===== src/u8d_pkg.sv =====
// Shared types for the UTF-8 to UCS-2 decoder.
`default_nettype none
package u8d_pkg;

  localparam int unsigned MaxUnits = 3;

  typedef enum logic [1:0] {
    PK_NONE     = 2'd0,
    PK_TWO      = 2'd1,
    PK_THREE    = 2'd2,
    PK_THREE_C1 = 2'd3
  } pend_kind_t;

  typedef struct packed {
    logic [1:0]                  count;
    logic [MaxUnits-1:0][15:0]   units;
    logic                        text_end;
  } job_t;

endpackage
`default_nettype wire


===== src/u8d_front.sv =====
// Front end: accepts bytes, tracks open sequences, builds one job per byte.
`default_nettype none
module u8d_front (
  input  wire logic          clk,
  input  wire logic          rst_n,
  input  wire logic          accept,
  input  wire logic [7:0]    text_byte,
  output u8d_pkg::job_t      job,
  output logic               job_push
);

  u8d_pkg::pend_kind_t kind_r, kind_nxt;
  logic [7:0] lead_r, lead_nxt;
  logic [7:0] cont1_r, cont1_nxt;

  logic cont;
  logic fresh;
  logic is_two;
  logic is_three;

  assign cont     = (text_byte[7:6] == 2'b10);
  assign is_two   = (text_byte[7:5] == 3'b110);
  assign is_three = (text_byte[7:4] == 4'b1110);
  assign fresh    = !(cont && (kind_r != u8d_pkg::PK_NONE));

  // next state
  always_comb begin
    kind_nxt  = u8d_pkg::PK_NONE;
    lead_nxt  = lead_r;
    cont1_nxt = cont1_r;
    if ((kind_r == u8d_pkg::PK_THREE) && cont) begin
      kind_nxt  = u8d_pkg::PK_THREE_C1;
      cont1_nxt = text_byte;
    end else if (fresh) begin
      if (is_two) begin
        kind_nxt = u8d_pkg::PK_TWO;
        lead_nxt = text_byte;
      end else if (is_three) begin
        kind_nxt = u8d_pkg::PK_THREE;
        lead_nxt = text_byte;
      end
    end
  end

  // job contents
  always_comb begin
    logic [1:0] n;
    n = 2'd0;
    job = '0;
    unique case (kind_r)
      u8d_pkg::PK_TWO: begin
        if (cont) begin
          job.units[n] = {5'd0, lead_r[4:0], text_byte[5:0]};
        end else begin
          job.units[n] = {8'd0, lead_r};
        end
        n = n + 2'd1;
      end
      u8d_pkg::PK_THREE: begin
        if (!cont) begin
          job.units[n] = {8'd0, lead_r};
          n = n + 2'd1;
        end
      end
      u8d_pkg::PK_THREE_C1: begin
        if (cont) begin
          job.units[n] = {lead_r[3:0], cont1_r[5:0], text_byte[5:0]};
          n = n + 2'd1;
        end else begin
          job.units[n] = {8'd0, lead_r};
          n = n + 2'd1;
          job.units[n] = {8'd0, cont1_r};
          n = n + 2'd1;
        end
      end
      u8d_pkg::PK_NONE: begin
      end
      default: begin
      end
    endcase
    if (fresh && !is_two && !is_three) begin
      job.units[n] = {8'd0, text_byte};
      job.text_end = (text_byte == 8'd0);
      n = n + 2'd1;
    end
    job.count = n;
  end

  assign job_push = accept && (job.count != 2'd0);

  always_ff @(posedge clk) begin
    if (!rst_n) begin
      kind_r  <= u8d_pkg::PK_NONE;
      lead_r  <= 8'd0;
      cont1_r <= 8'd0;
    end else if (accept) begin
      kind_r  <= kind_nxt;
      lead_r  <= lead_nxt;
      cont1_r <= cont1_nxt;
    end
  end

endmodule
`default_nettype wire


===== src/u8d_queue.sv =====
// Two-entry job queue between front and back end.
`default_nettype none
module u8d_queue (
  input  wire logic          clk,
  input  wire logic          rst_n,
  input  wire logic          push,
  input  wire logic          pop,
  input  wire u8d_pkg::job_t wr_job,
  output u8d_pkg::job_t      rd_job,
  output logic               full,
  output logic               empty
);

  u8d_pkg::job_t mem_r [2];
  logic       wptr_r, rptr_r;
  logic [1:0] cnt_r, cnt_nxt;
  logic       do_push, do_pop;

  assign full    = (cnt_r == 2'd2);
  assign empty   = (cnt_r == 2'd0);
  assign do_push = push && !full;
  assign do_pop  = pop && !empty;
  assign rd_job  = mem_r[rptr_r];

  always_comb begin
    cnt_nxt = cnt_r;
    if (do_push && !do_pop) begin
      cnt_nxt = cnt_r + 2'd1;
    end else if (do_pop && !do_push) begin
      cnt_nxt = cnt_r - 2'd1;
    end
  end

  always_ff @(posedge clk) begin
    if (do_push) begin
      mem_r[wptr_r] <= wr_job;
    end
  end

  always_ff @(posedge clk) begin
    if (!rst_n) begin
      wptr_r <= 1'b0;
      rptr_r <= 1'b0;
      cnt_r  <= 2'd0;
    end else begin
      cnt_r <= cnt_nxt;
      if (do_push) begin
        wptr_r <= ~wptr_r;
      end
      if (do_pop) begin
        rptr_r <= ~rptr_r;
      end
    end
  end

endmodule
`default_nettype wire


===== src/u8d_back.sv =====
// Back end: unpacks jobs into single code units behind an output register.
`default_nettype none
module u8d_back (
  input  wire logic          clk,
  input  wire logic          rst_n,
  input  wire u8d_pkg::job_t job,
  input  wire logic          job_avail,
  output logic               job_pop,
  input  wire logic          out_pop,
  output logic               out_empty,
  output logic [15:0]        out_code_unit,
  output logic               out_run_last,
  output logic               out_text_end
);

  logic        valid_r;
  logic [1:0]  idx_r;
  logic [15:0] unit_r;
  logic        last_r, end_r;
  logic        advance, is_last, load;

  assign advance = !valid_r || out_pop;
  assign load    = advance && job_avail;
  assign is_last = (idx_r == (job.count - 2'd1));
  assign job_pop = load && is_last;

  always_ff @(posedge clk) begin
    if (!rst_n) begin
      valid_r <= 1'b0;
      idx_r   <= 2'd0;
    end else if (advance) begin
      valid_r <= job_avail;
      if (load) begin
        idx_r <= is_last ? 2'd0 : idx_r + 2'd1;
      end
    end
  end

  always_ff @(posedge clk) begin
    if (load) begin
      unit_r <= job.units[idx_r];
      last_r <= is_last;
      end_r  <= is_last && job.text_end;
    end
  end

  assign out_empty     = !valid_r;
  assign out_code_unit = unit_r;
  assign out_run_last  = last_r;
  assign out_text_end  = end_r;

endmodule
`default_nettype wire


===== src/utf8_to_ucs2_decoder.sv =====
// Top level of the UTF-8 to UCS-2 decoder.
`default_nettype none
// Takes one UTF-8 byte per clock while in_full is low and yields 16-bit code
// units. Each byte is classified and, if it gives one to three units, becomes
// a job in a two-entry queue; the back end sends out one unit per cycle while
// out_pop is held, through an output register, so bytes giving at most one
// unit stream at one per clock and a byte that flushes buffered bytes gives
// its units in turn while more bytes fill the queue. Units pass through the
// queue and the output register. A zero byte ends the text and yields unit 0 with text_end set.
module utf8_to_ucs2_decoder (
  input  wire logic        clk,
  input  wire logic        rst_n,
  input  wire logic        in_push,
  output logic             in_full,
  input  wire logic [7:0]  in_text_byte,
  output logic             out_empty,
  input  wire logic        out_pop,
  output logic [15:0]      out_code_unit,
  output logic             out_run_last,
  output logic             out_text_end
);

  u8d_pkg::job_t   fr_job, q_job;
  logic            q_push;
  logic            q_pop;
  logic            q_full;
  logic            q_empty;
  logic            accept;

  assign in_full = q_full;
  assign accept  = in_push && !q_full;

  u8d_front u_front (
    .clk       (clk),
    .rst_n     (rst_n),
    .accept    (accept),
    .text_byte (in_text_byte),
    .job       (fr_job),
    .job_push  (q_push)
  );

  u8d_queue u_queue (
    .clk    (clk),
    .rst_n  (rst_n),
    .push   (q_push),
    .pop    (q_pop),
    .wr_job (fr_job),
    .rd_job (q_job),
    .full   (q_full),
    .empty  (q_empty)
  );

  u8d_back u_back (
    .clk           (clk),
    .rst_n         (rst_n),
    .job           (q_job),
    .job_avail     (!q_empty),
    .job_pop       (q_pop),
    .out_pop       (out_pop),
    .out_empty     (out_empty),
    .out_code_unit (out_code_unit),
    .out_run_last  (out_run_last),
    .out_text_end  (out_text_end)
  );

  a_end_is_last_zero: assert property (@(posedge clk) disable iff (!rst_n)
    (!out_empty && out_text_end) |-> (out_run_last && out_code_unit == 16'd0))
    else $error("text end not on a last zero unit");

  a_reset_empty: assert property (@(posedge clk)
    $past(!rst_n) |-> out_empty)
    else $error("output not empty after reset");

  a_no_empty_job: assert property (@(posedge clk) disable iff (!rst_n)
    q_push |-> (fr_job.count != 2'd0 && !q_full))
    else $error("bad job pushed");

  a_pop_has_job: assert property (@(posedge clk) disable iff (!rst_n)
    q_pop |-> !q_empty)
    else $error("job popped from empty queue");

endmodule
`default_nettype wire

===== config.mk =====
export PLATFORM = sky130hd
export DESIGN_NAME = utf8_to_ucs2_decoder
export DESIGN_NICKNAME = d
export VERILOG_FILES = /design/src/u8d_pkg.sv /design/src/u8d_front.sv /design/src/u8d_queue.sv /design/src/u8d_back.sv /design/src/utf8_to_ucs2_decoder.sv
export SDC_FILE = /design/constraint.sdc
export NUM_CORES = 1
export LEC_CHECK = 0
export ABC_AREA = 1
export BUFFER_PORTS_ARGS = -buffer_cell sky130_fd_sc_hd__buf_2
export CAP_MARGIN = 10
export CORE_UTILIZATION = 46
export DETAILED_ROUTE_END_ITERATION = 16
export GPL_TIMING_DRIVEN = 0
export PLACE_DENSITY = 0.66
export SETUP_SLACK_MARGIN = 0.15
export SLEW_MARGIN = 20
export SYNTH_ARGS = -nofsm -noshare
export SYNTH_HDL_FRONTEND = slang
export SYNTH_SLANG_ARGS = --single-unit

===== constraint.sdc =====
create_clock -name clk -period 10 [get_ports clk]
set_clock_uncertainty 0.05 [all_clocks]
set_input_delay 1 -clock clk [delete_from_list [all_inputs] [get_ports clk]]
set_output_delay 1 -clock clk [all_outputs]
set_load 0.05 [all_outputs]

# Word-level counts from Yosys, hierarchy flattened
# Memory sizes are Yosys's and may differ from the RTL's. A register that Yosys moved wholly into a read port is not among the register bits.
# Index checks and enable logic that the tools add are counted.
totals:
  register_bits: 43
  ram_bits: 102
  in_bits: 12
  out_inout_bits: 20
  wordCells: 93
  mem_count: 1
memory_table:
  columns: ["name", "depth", "width", "rd", "rd_ports_with_merged_regs", "write_ports", "line", "source"]
  rows:
  - ["u_queue.mem_r", 2, 51, 1, 1, 1, "u8d_queue.sv:14", "u8d_pkg::job_t mem_r [2];"]
classes:
  add_sub_neg: 5
  order_cmp: 3
  n_eq_ne: 8
  muxes: 29
  bitwise_logic: 4
  n_reduce_logical: 32
ops:
  columns: ["cell", "count"]
  rows:
  - ["49-bit two-way mux", 1]
  - ["48-bit bitwise mux", 1]
  - ["16-bit two-way mux", 3]
  - ["16-bit one-hot mux with 3 select lines", 1]
  - ["8-bit two-way mux", 5]
  - ["16-bit binary-select mux with 2-bit select", 1]
  - ["16-bit demux with 2-bit select", 1]
  - ["2-bit two-way mux", 9]
  - ["1-bit logical AND", 14]
  - ["11-bit two-way mux", 1]
  - ["2-bit == test (second input constant)", 4]
  - ["1-bit logical NOT", 8]
  - ["8-bit logical NOT", 1]
  - ["2-bit nonzero test", 4]
  - ["2-bit by 1-bit adder with 2-bit output (second input constant)", 3]
  - ["2-bit by 3-bit < comparator with 1-bit output (second input constant)", 2]
  - ["2-bit one-hot mux with 3 select lines", 1]
  - ["1-bit two-way mux", 5]
  - ["4-bit == test (second input constant)", 1]
  - ["1-bit inverter", 4]
  - ["2-bit AND reduction", 2]
  - ["4-bit AND reduction", 1]
  - ["2-bit by 1-bit subtractor with 2-bit output (second input constant)", 2]
  - ["3-bit == test (second input constant)", 1]
  - ["other kinds (5)", 5]

# Logic depth before layout (Yosys ltp)
# Gate-level depths: netlist of run 1.
logic_depth:
  ltp_word: 13
  mapped_depth: 17
  depth_no_buf: 16

# Hierarchy
# Synthesis of run 1 repeated with hierarchy kept, for this count alone.
unflattened:
  hier_cells: 534
  hier_area_um2: 6678.9
modules_own_cells:
  columns: ["module", "instances", "cells_each", "area_per_inst_um2", "seq_area_each_um2"]
  rows:
  - ["u8d_queue", 1, 197, 4181.5, 3163.0]
  - ["u8d_front", 1, 212, 1368.8, 360.3]
  - ["u8d_back", 1, 122, 1114.8, 600.6]
  - ["utf8_to_ucs2_decoder", 1, 3, 13.8, 0.0]

# Worst setup path after synthesis of run 1
# No wires, ideal clock.
synth_path:
  path_kind: "input to register"
  from: "in in_text_byte[6]"
  to: "mem u_queue.mem_r[0][0] in the netlist's numbering (enable)"
  setup_ns: 0.427
  arrival_time_ns: 3.511
  required_time_ns: 9.523
  slack_ns: 6.012
  cell_stages: 11
  path_buffers: 0
  cell_sequence: "inv_2 -> nand2_4 -> nand2_4 -> nand3_1 -> ha_1 -> nand3_1 -> nand2_2 -> inv_2 -> nand2_2 -> nand2_1 -> nor2_1"
synth_lines:
  columns: ["element", "line", "source"]
  rows:
  - ["start, declared", "utf8_to_ucs2_decoder.sv:15", "input wire logic [7:0] in_text_byte,"]
  - ["end, declared", "u8d_queue.sv:14", null]

==> insert_results.sql, run 1 <==
INSERT INTO impl_metrics (metric_group, metric, value, unit) VALUES
('synthesis', 'synth_largest_area_cell', 'edfxtp_1', ''),
('cts', 'htreeDepth', '4', ''),
('layout', 'layoutNonFillerInstCount', '642', ''),
('power_and_ir_drop', 'p_leak', '2.158', 'nW'),
('worst_setup_path', 'end_kind', 'register', ''),
('die', 'die_w', '104.4', 'um'),
('worst_setup_path', 'critPathArrivalTime', '3.08', 'ns'),
('layout', 'fraction_of_layout_cells_with_a_size_suffix_above_1', '20.55', '%'),
('synthesis', 'synth_seq_cells', '114', ''),
('synthesis', 'synth.top_cells.by_count', 'edfxtp_1 (88), nor2_1 (68), o21ai_0 (54)', ''),
('cts', 'numClockSinks', '114', ''),
('die', 'dieArea', '10900', 'um^2'),
('cts', 'cts.repair.resized', '0', ''),
('worst_setup_path', 'crit-reg2reg-capture', 'u_queue.mem_r[1][20]', ''),
('die', 'number_of_core_rows', '37', ''),
('placement', 'hpwlAfterDp', '7662', 'um'),
('cts', 'postCtsSetupRepairBufs', '0', ''),
('layout', 'antenna_diode_count', '0', ''),
('synthesis', 'synth-main-ff-cell', 'edfxtp_1', ''),
('cts', 'cts-hold-fix-buffers', '0', ''),
('worst_setup_path', 'req_time_crit_path', '10.09', 'ns'),
('synthesis', 'syn_inst', '442', ''),
('layout', 'final_nets', '509', ''),
('detailed_routing', 'remaining_drc_errors', '0', ''),
('global_routing', 'grt_max_degree', '36', ''),
('detailed_routing', 'dr_total_vias', '3432', ''),
('placement', 'place.gp.congestion', '0.9240', ''),
('sta', 'worst-slew-pin-transition', '0.8307', 'ns'),
('cts', 'clk_path_buf_depth', '2', ''),
('sta', 'layout_worst_path_cycle_share', '29.89', '%'),
('sta', 'finalMaxSlewViolations', '0', ''),
('min_path', 'min-delay-path-class', 'reg2reg', ''),
('sta', 'setup_tns', '0', 'ns'),
('worst_setup_path', 'worstReg2RegStart', 'u_front.kind_r[0]', ''),
('detailed_routing', 'routed_wirelength', '10920', 'um'),
('worst_setup_path', 'r2r_setup_slack', '7.18', 'ns'),
('detailed_routing', 'initialDrtViolationCount', '261', ''),
('power_and_ir_drop', 'power_density', '293.3', 'nW/um^2'),
('cts', 'root_buffer_master', 'clkbuf_8', ''),
('global_routing', 'number_of_antenna_violations_at_the_first_check_in_global_routing', '0', ''),
('worst_setup_path', 'worstSetupStartpoint', 'in_text_byte[6]', ''),
('synthesis', 'syn-cell-area', '4822', 'um^2'),
('placement', 'io_buffer_count', '31', ''),
('power_and_ir_drop', 'max_ir_drop_vdd', '0.1568', 'mV'),
('placement', 'placed_cells', '610', ''),
('die', 'start_util', '47.13', '%'),
('layout', 'flow.area_growth_from_synthesis', '19.33', '%'),
('die', 'design.core.area', '10230', 'um^2'),
('synthesis', 'synthesis.nets', '458', ''),
('cts', 'tritoncts', 'yes', ''),
('synthesis', 'mapped_avg_cell_area', '10.91', 'um^2'),
('detailed_routing', 'drtAntennaViolNets', '0', ''),
('detailed_routing', 'detail_route.wl_per_cell', '17.02', 'um'),
('sta', 'worst_max_slew_margin_expressed_relative_to_the_limit', '44.56', '%'),
('sta', 'setup_violations', '0', ''),
('global_routing', 'global_route.overflow_total', '0', ''),
('worst_setup_path', 'r2r.worst_path.cells', '12', ''),
('synthesis', 'synth_async_sr_flop_share', '0', '%'),
('cts', 'insertion_delay_to_the_later_sink_of_the_worst_skew_pair', '0.51', 'ns'),
('global_routing', 'grt_first_pass_wirelength', '17730', 'um'),
('sta', 'setup_repair_after_global_routing_missed_its_margin', 'no', ''),
('outcome', 'run_status', 'complete, no violations', ''),
('synthesis', 'synth_enable_flop_cells', '88', ''),
('synthesis', 'post-synth-top-count-cell', 'edfxtp_1', ''),
('layout', 'n_fill_cell', '860', ''),
('global_routing', 'number_of_global_route_vias_before_repair', '3300', ''),
('flow_run', 'max_cap_viol_count', '0', ''),
('worst_setup_path', 'worst_setup_path_start_kind', 'input port', ''),
('sta', 'hold_viol', '0', ''),
('synthesis', 'synth.lib_cells_used.distinct', '38', ''),
('synthesis', 'synth_sequential_area_ratio', '65.59', '%');
==> cell families after synthesis <==
kind of cell	after synthesis	share of synthesized area, %
and+or+nand+nor	155	14.71
buffers and inverters	55	4.670
adders and majority gates	4	1.038
DFF	114	65.59
AOI/OAI and AO/OA	114	13.99
==> worst min-delay path by stage <==
| stage | from | endpoint | slack [ns] | cells past startpoint |
|---|---|---|---|---|
| final | u_front.cont1_r[6] | u_front.cont1_r[6] | 0.41 | 2 |
| after global routing | u_front.cont1_r[6] | u_front.cont1_r[6] | 0.44 | 2 |
| after CTS | u_front.cont1_r[6] | u_front.cont1_r[6] | 0.40 | 2 |
| after detailed placement | u_front.cont1_r[6] | u_front.cont1_r[6] | 0.39 | 2 |
| after global placement | u_front.cont1_r[6] | u_front.cont1_r[6] | 0.39 | 2 |
| after floorplan | u_front.cont1_r[6] | u_front.cont1_r[6] | 0.37 | 2 |
==> per-stage QoR <==
stage | util, % | instance area [um^2] | worst slack, ns | power [mW]
6_report | 56.24 | 5754 | 7.011 | 1.688
5_1_grt | 56.24 | 5754 | 6.838 | 1.765
4_1_cts | 56.24 | 5754 | 7.030 | 1.697
3_5_place_dp | 50.58 | 5175 | 6.507 | 1.133
3_3_place_gp | 50.31 | 5147 | 4.758 | 1.120
2_1_floorplan | - | 4822 | 6.012 | 1.008
==> state kept, by name, summed over array words and instances, names as in the netlist, named ones only <==
name / flops
u_queue.cnt_r: 2
u_front.cont1_r: 8
u_back.out_text_end: 1
u_queue.rptr_r: 1
u_back.out_run_last: 1
u_back.out_code_unit: 16
u_back.idx_r: 2
u_front.kind_r: 2
u_queue.wptr_r: 1
u_queue.mem_r: 70
u_back.valid_r: 1
u_front.lead_r: 8
==> critical path, stage by stage <==
cell,delay (ns)
buf_2,0.15
inv_2,0.11
nand2_4,0.12
nand2_4,0.16
nand3_1,0.19
ha_1,0.34
nand3_1,0.08
nand2_2,0.12
inv_2,0.04
nand2_2,0.08
nand3_2,0.08
inv_2,0.59
==> layout by cell type (no fill, tap or decap), types with 10 or more instances in the layout <==
cell	count
dfxtp_1	26
nand2_1	45
nand3_1	16
a21oi_1	25
inv_2	10
buf_2	33
clkbuf_16	18
nor2_1	67
clkbuf_1	10
edfxtp_1	88
inv_1	30
o21ai_0	54
nand2_2	10
==> layout make-up <==
cell class                      count  area [um^2]  area share [%]
Multi-Input combinational cell    273         1441           25.05
Clock inverter                      6        38.79          0.6741
Clock buffer                       26        540.5           9.393
Tap cell                          136        170.2           2.957
Buffer                             14        71.32           1.239
Sequential cell                   114         3163           54.97
Timing Repair Buffer               32        175.2           3.044
Inverter                           41        153.9           2.675
==> per-layer routing <==
layer	global-route usage (%)	up-vias	wire (um)
li1	-	1667	-
met1	29.36	1587	4958
met2	32.88	150	4984
met3	5.952	28	698
met4	9.184	0	282
met5	0	-	0
==> report_power, final <==
part           internal, mW  switching [mW]  total [mW]  leakage, nW
clock                 0.367           0.200       0.567        0.292
combinational         0.105           0.359       0.465        0.816
sequential            0.631          0.0252       0.657         1.05
Power figures use the tool's default switching activity.
==> inputs of run 2 (changes only) <==
==> constraint.sdc (replaced) <==
create_clock -name clk -period 3 [get_ports clk]
set_clock_uncertainty 0.05 [all_clocks]
set_input_delay 0.3 -clock clk [delete_from_list [all_inputs] [get_ports clk]]
set_output_delay 0.3 -clock clk [all_outputs]
set_load 0.05 [all_outputs]
==> insert_results.sql, run 2 (synthesis results as in run 1) <==
INSERT INTO impl_metrics (metric_group, metric, value, unit) VALUES
('outcome', 'run_status', 'complete, no violations', ''),
('layout', 'flow.area_growth_from_synthesis', '19.88', '%'),
('detailed_routing', 'initialDrtViolationCount', '304', ''),
('power_and_ir_drop', 'comb_power_share', '27.3', '%'),
('worst_setup_path', 'worst_setup_path_start_kind', 'register', ''),
('cts', 'root_buffer_master', 'clkbuf_8', ''),
('sta', 'setup_repair_after_global_routing_missed_its_margin', 'no', ''),
('cts', 'clk_path_buf_depth', '2', ''),
('layout', 'most_frequent_standard_cell_in_the_layout_excluding_fill_and_tap_cells', 'edfxtp_1', ''),
('cts', 'insertion_delay_to_the_later_sink_of_the_worst_skew_pair', '0.52', 'ns'),
('worst_setup_path', 'critPathArrivalTime', '2.72', 'ns'),
('cts', 'tritoncts', 'yes', ''),
('die', 'die_w', '104.4', 'um'),
('layout', 'flip_flop_count_of_the_largest_register_all_copies_and_words_added', '70', ''),
('global_routing', 'number_of_global_route_vias_before_repair', '3298', ''),
('power_and_ir_drop', 'max_ir_drop_vdd', '0.4717', 'mV'),
('sta', 'worst-slew-pin-transition', '0.8858', 'ns'),
('sta', 'timing.final.crit_period', '2.714', 'ns'),
('power_and_ir_drop', 'p_leak', '2.159', 'nW'),
('global_routing', 'grt_first_pass_wirelength', '17650', 'um'),
('placement', 'hpwlAfterDp', '7585', 'um'),
('die', 'ios', '32', ''),
('global_routing', 'number_of_antenna_violations_at_the_first_check_in_global_routing', '0', ''),
('layout', 'most_frequent_cells_in_the_layout', 'edfxtp_1 (88), nor2_1 (67), o21ai_0 (54), nand2_1 (45), buf_2 (33)', ''),
('sta', 'hold_viol', '0', ''),
('die', 'start_util', '47.13', '%'),
('power_and_ir_drop', 'power_density', '996.6', 'nW/um^2'),
('die', 'number_of_core_rows', '37', ''),
('power_and_ir_drop', 'switching_power_of_the_nets', '1.967', 'mW'),
('cts', 'clock_transition_at_the_registers_of_the_reported_paths', '0.06', 'ns'),
('worst_setup_path', 'worst-setup-path-type', 'reg2reg', ''),
('detailed_routing', 'viasPerCell', '5.420', ''),
('detailed_routing', 'drt_pre_antenna_iters', '7', ''),
('layout', 'registers.top_by_ff_count', 'u_queue.mem_r', ''),
('power_and_ir_drop', 'p_total', '5.761', 'mW'),
('die', 'dieArea', '10900', 'um^2'),
('worst_setup_path', 'end_kind', 'register', ''),
('min_path', 'min-delay-path-class', 'in2reg', ''),
('die', 'die-height', '104.4', 'um'),
('power_and_ir_drop', 'share_clk_of_total_power', '34.7', '%'),
('detailed_routing', 'drtAntennaViolNets', '0', ''),
('cts', 'cts_made_buffers', '17', ''),
('sta', 'max_freq', '0.3685', 'GHz'),
('worst_setup_path', 'cp_max_fo', '35', ''),
('cts', 'postCtsSetupRepairBufs', '0', ''),
('sta', 'finalMaxSlewViolations', '0', ''),
('cts', 'numClockSinks', '114', ''),
('layout', 'antenna_diode_count', '0', ''),
('detailed_routing', 'routed_wirelength', '11150', 'um'),
('global_routing', 'global_route.overflow_total', '0', ''),
('power_and_ir_drop', 'power.switching_fraction', '34.15', '%'),
('placement', 'place.gp.congestion', '0.9588', ''),
('cts', 'htreeDepth', '4', ''),
('placement', 'io_buffer_count', '31', ''),
('global_routing', 'grt_max_degree', '36', ''),
('worst_setup_path', 'req_time_crit_path', '3.01', 'ns'),
('flow_run', 'max_cap_viol_count', '0', ''),
('sta', 'setup_violations', '0', ''),
('power_and_ir_drop', 'internal_power_consumption', '3.793', 'mW'),
('sta', 'layout_worst_path_cycle_share', '90.46', '%'),
('layout', 'final_nets', '510', ''),
('power_and_ir_drop', 'power_frac_seq', '38.1', '%'),
('sta', 'worst_max_slew_margin_expressed_relative_to_the_limit', '40.88', '%'),
('global_routing', 'grt_util_all_layers', '21.82', '%'),
('layout', 'n_fill_cell', '854', ''),
('layout', 'fin_area', '5781', 'um^2'),
('placement', 'place_area', '5175', 'um^2'),
('detailed_routing', 'dr_total_vias', '3485', ''),
('layout', 'fraction_of_layout_cells_with_a_size_suffix_above_1', '19.92', '%'),
('die', 'design.core.area', '10230', 'um^2'),
('detailed_routing', 'remaining_drc_errors', '0', ''),
('detailed_routing', 'detail_route.wl_per_cell', '17.33', 'um');
==> run 2: metrics by stage <==
step           setup TNS, ns  util, %  setup slack [ns]  hold slack (ns)  cells
6_report                   0    56.50            0.2862          0.02334    643
5_1_grt                    0    56.50            0.1514          0.03780    643
4_1_cts                    0    56.44            0.2462          0.01254    643
3_5_place_dp               0    50.58            0.2682           0.3989    610
3_3_place_gp          -30.13    50.34           -0.6123           0.3856    609
2_1_floorplan              0        -            0.1614           0.3736    442
==> run 2: path summary, 6_finish.rpt <==
| kind | cells past startpoint | slack, ns | from | end |
|---|---|---|---|---|
| worst max-delay path | 12 | 0.29 | u_front.kind_r[0] | u_queue.mem_r[1][38] |
| worst min-delay path | 3 | 0.02 | rst_n | u_front.lead_r[1] |
| worst max register to register | 12 | 0.29 | u_front.kind_r[0] | u_queue.mem_r[1][38] |
| worst min register to register | 2 | 0.41 | u_front.cont1_r[6] | u_front.cont1_r[6] |
==> run 2: repair_timing <==
| action | in CTS | in global routing |
|---|---|---|
| endpoints found under the hold margin | 1 | 0 |
| gates resized for setup | 0 | 2 |
| hold buffers | 1 | 0 |
| endpoints found under the setup margin | 0 | 55 |
==> run 2: final cells by class <==
class	count	area, um^2	area share (%)
buffer	14	71.32	1.234
clock buffer	20	425.4	7.359
clock inverter	12	163.9	2.835
inverter	41	155.1	2.684
multi-input combinational	273	1446	25.02
sequential	114	3163	54.72
tap	136	170.2	2.944
timing repair buffer	33	185.2	3.203
==> run 2: power by group through the flow <==
stage / Clock, mW / Combinational [mW] / Sequential, mW
6_report: 2.00 / 1.57 / 2.19
5_1_grt: 2.09 / 1.70 / 2.22
4_1_cts: 2.01 / 1.58 / 2.20
3_5_place_dp: 0 / 1.56 / 2.22
3_3_place_gp: 0 / 1.52 / 2.21
2_1_floorplan: 0 / 0.683 / 2.68
==> run 2: routing by layer <==
layer / wire length [um] / global-route usage [%] / share of wire (%)
met5: 0 / 0 / 0
met1: 5004 / 28.66 / 45
met4: 292 / 11.53 / 2.6
met2: 5130 / 33.21 / 46
met3: 719 / 5.639 / 6.5
==> run 2: critical path: stages (launching register included) <==
cell      delay (ns)
dfxtp_1         0.29
buf_4           0.15
nand2_1         0.15
inv_2           0.13
nand2_4         0.14
nand3_2         0.11
ha_1            0.31
nand3_1         0.10
nand2_2         0.10
inv_2           0.07
nand2_2         0.06
nand3_2         0.08
clkinv_2        0.50
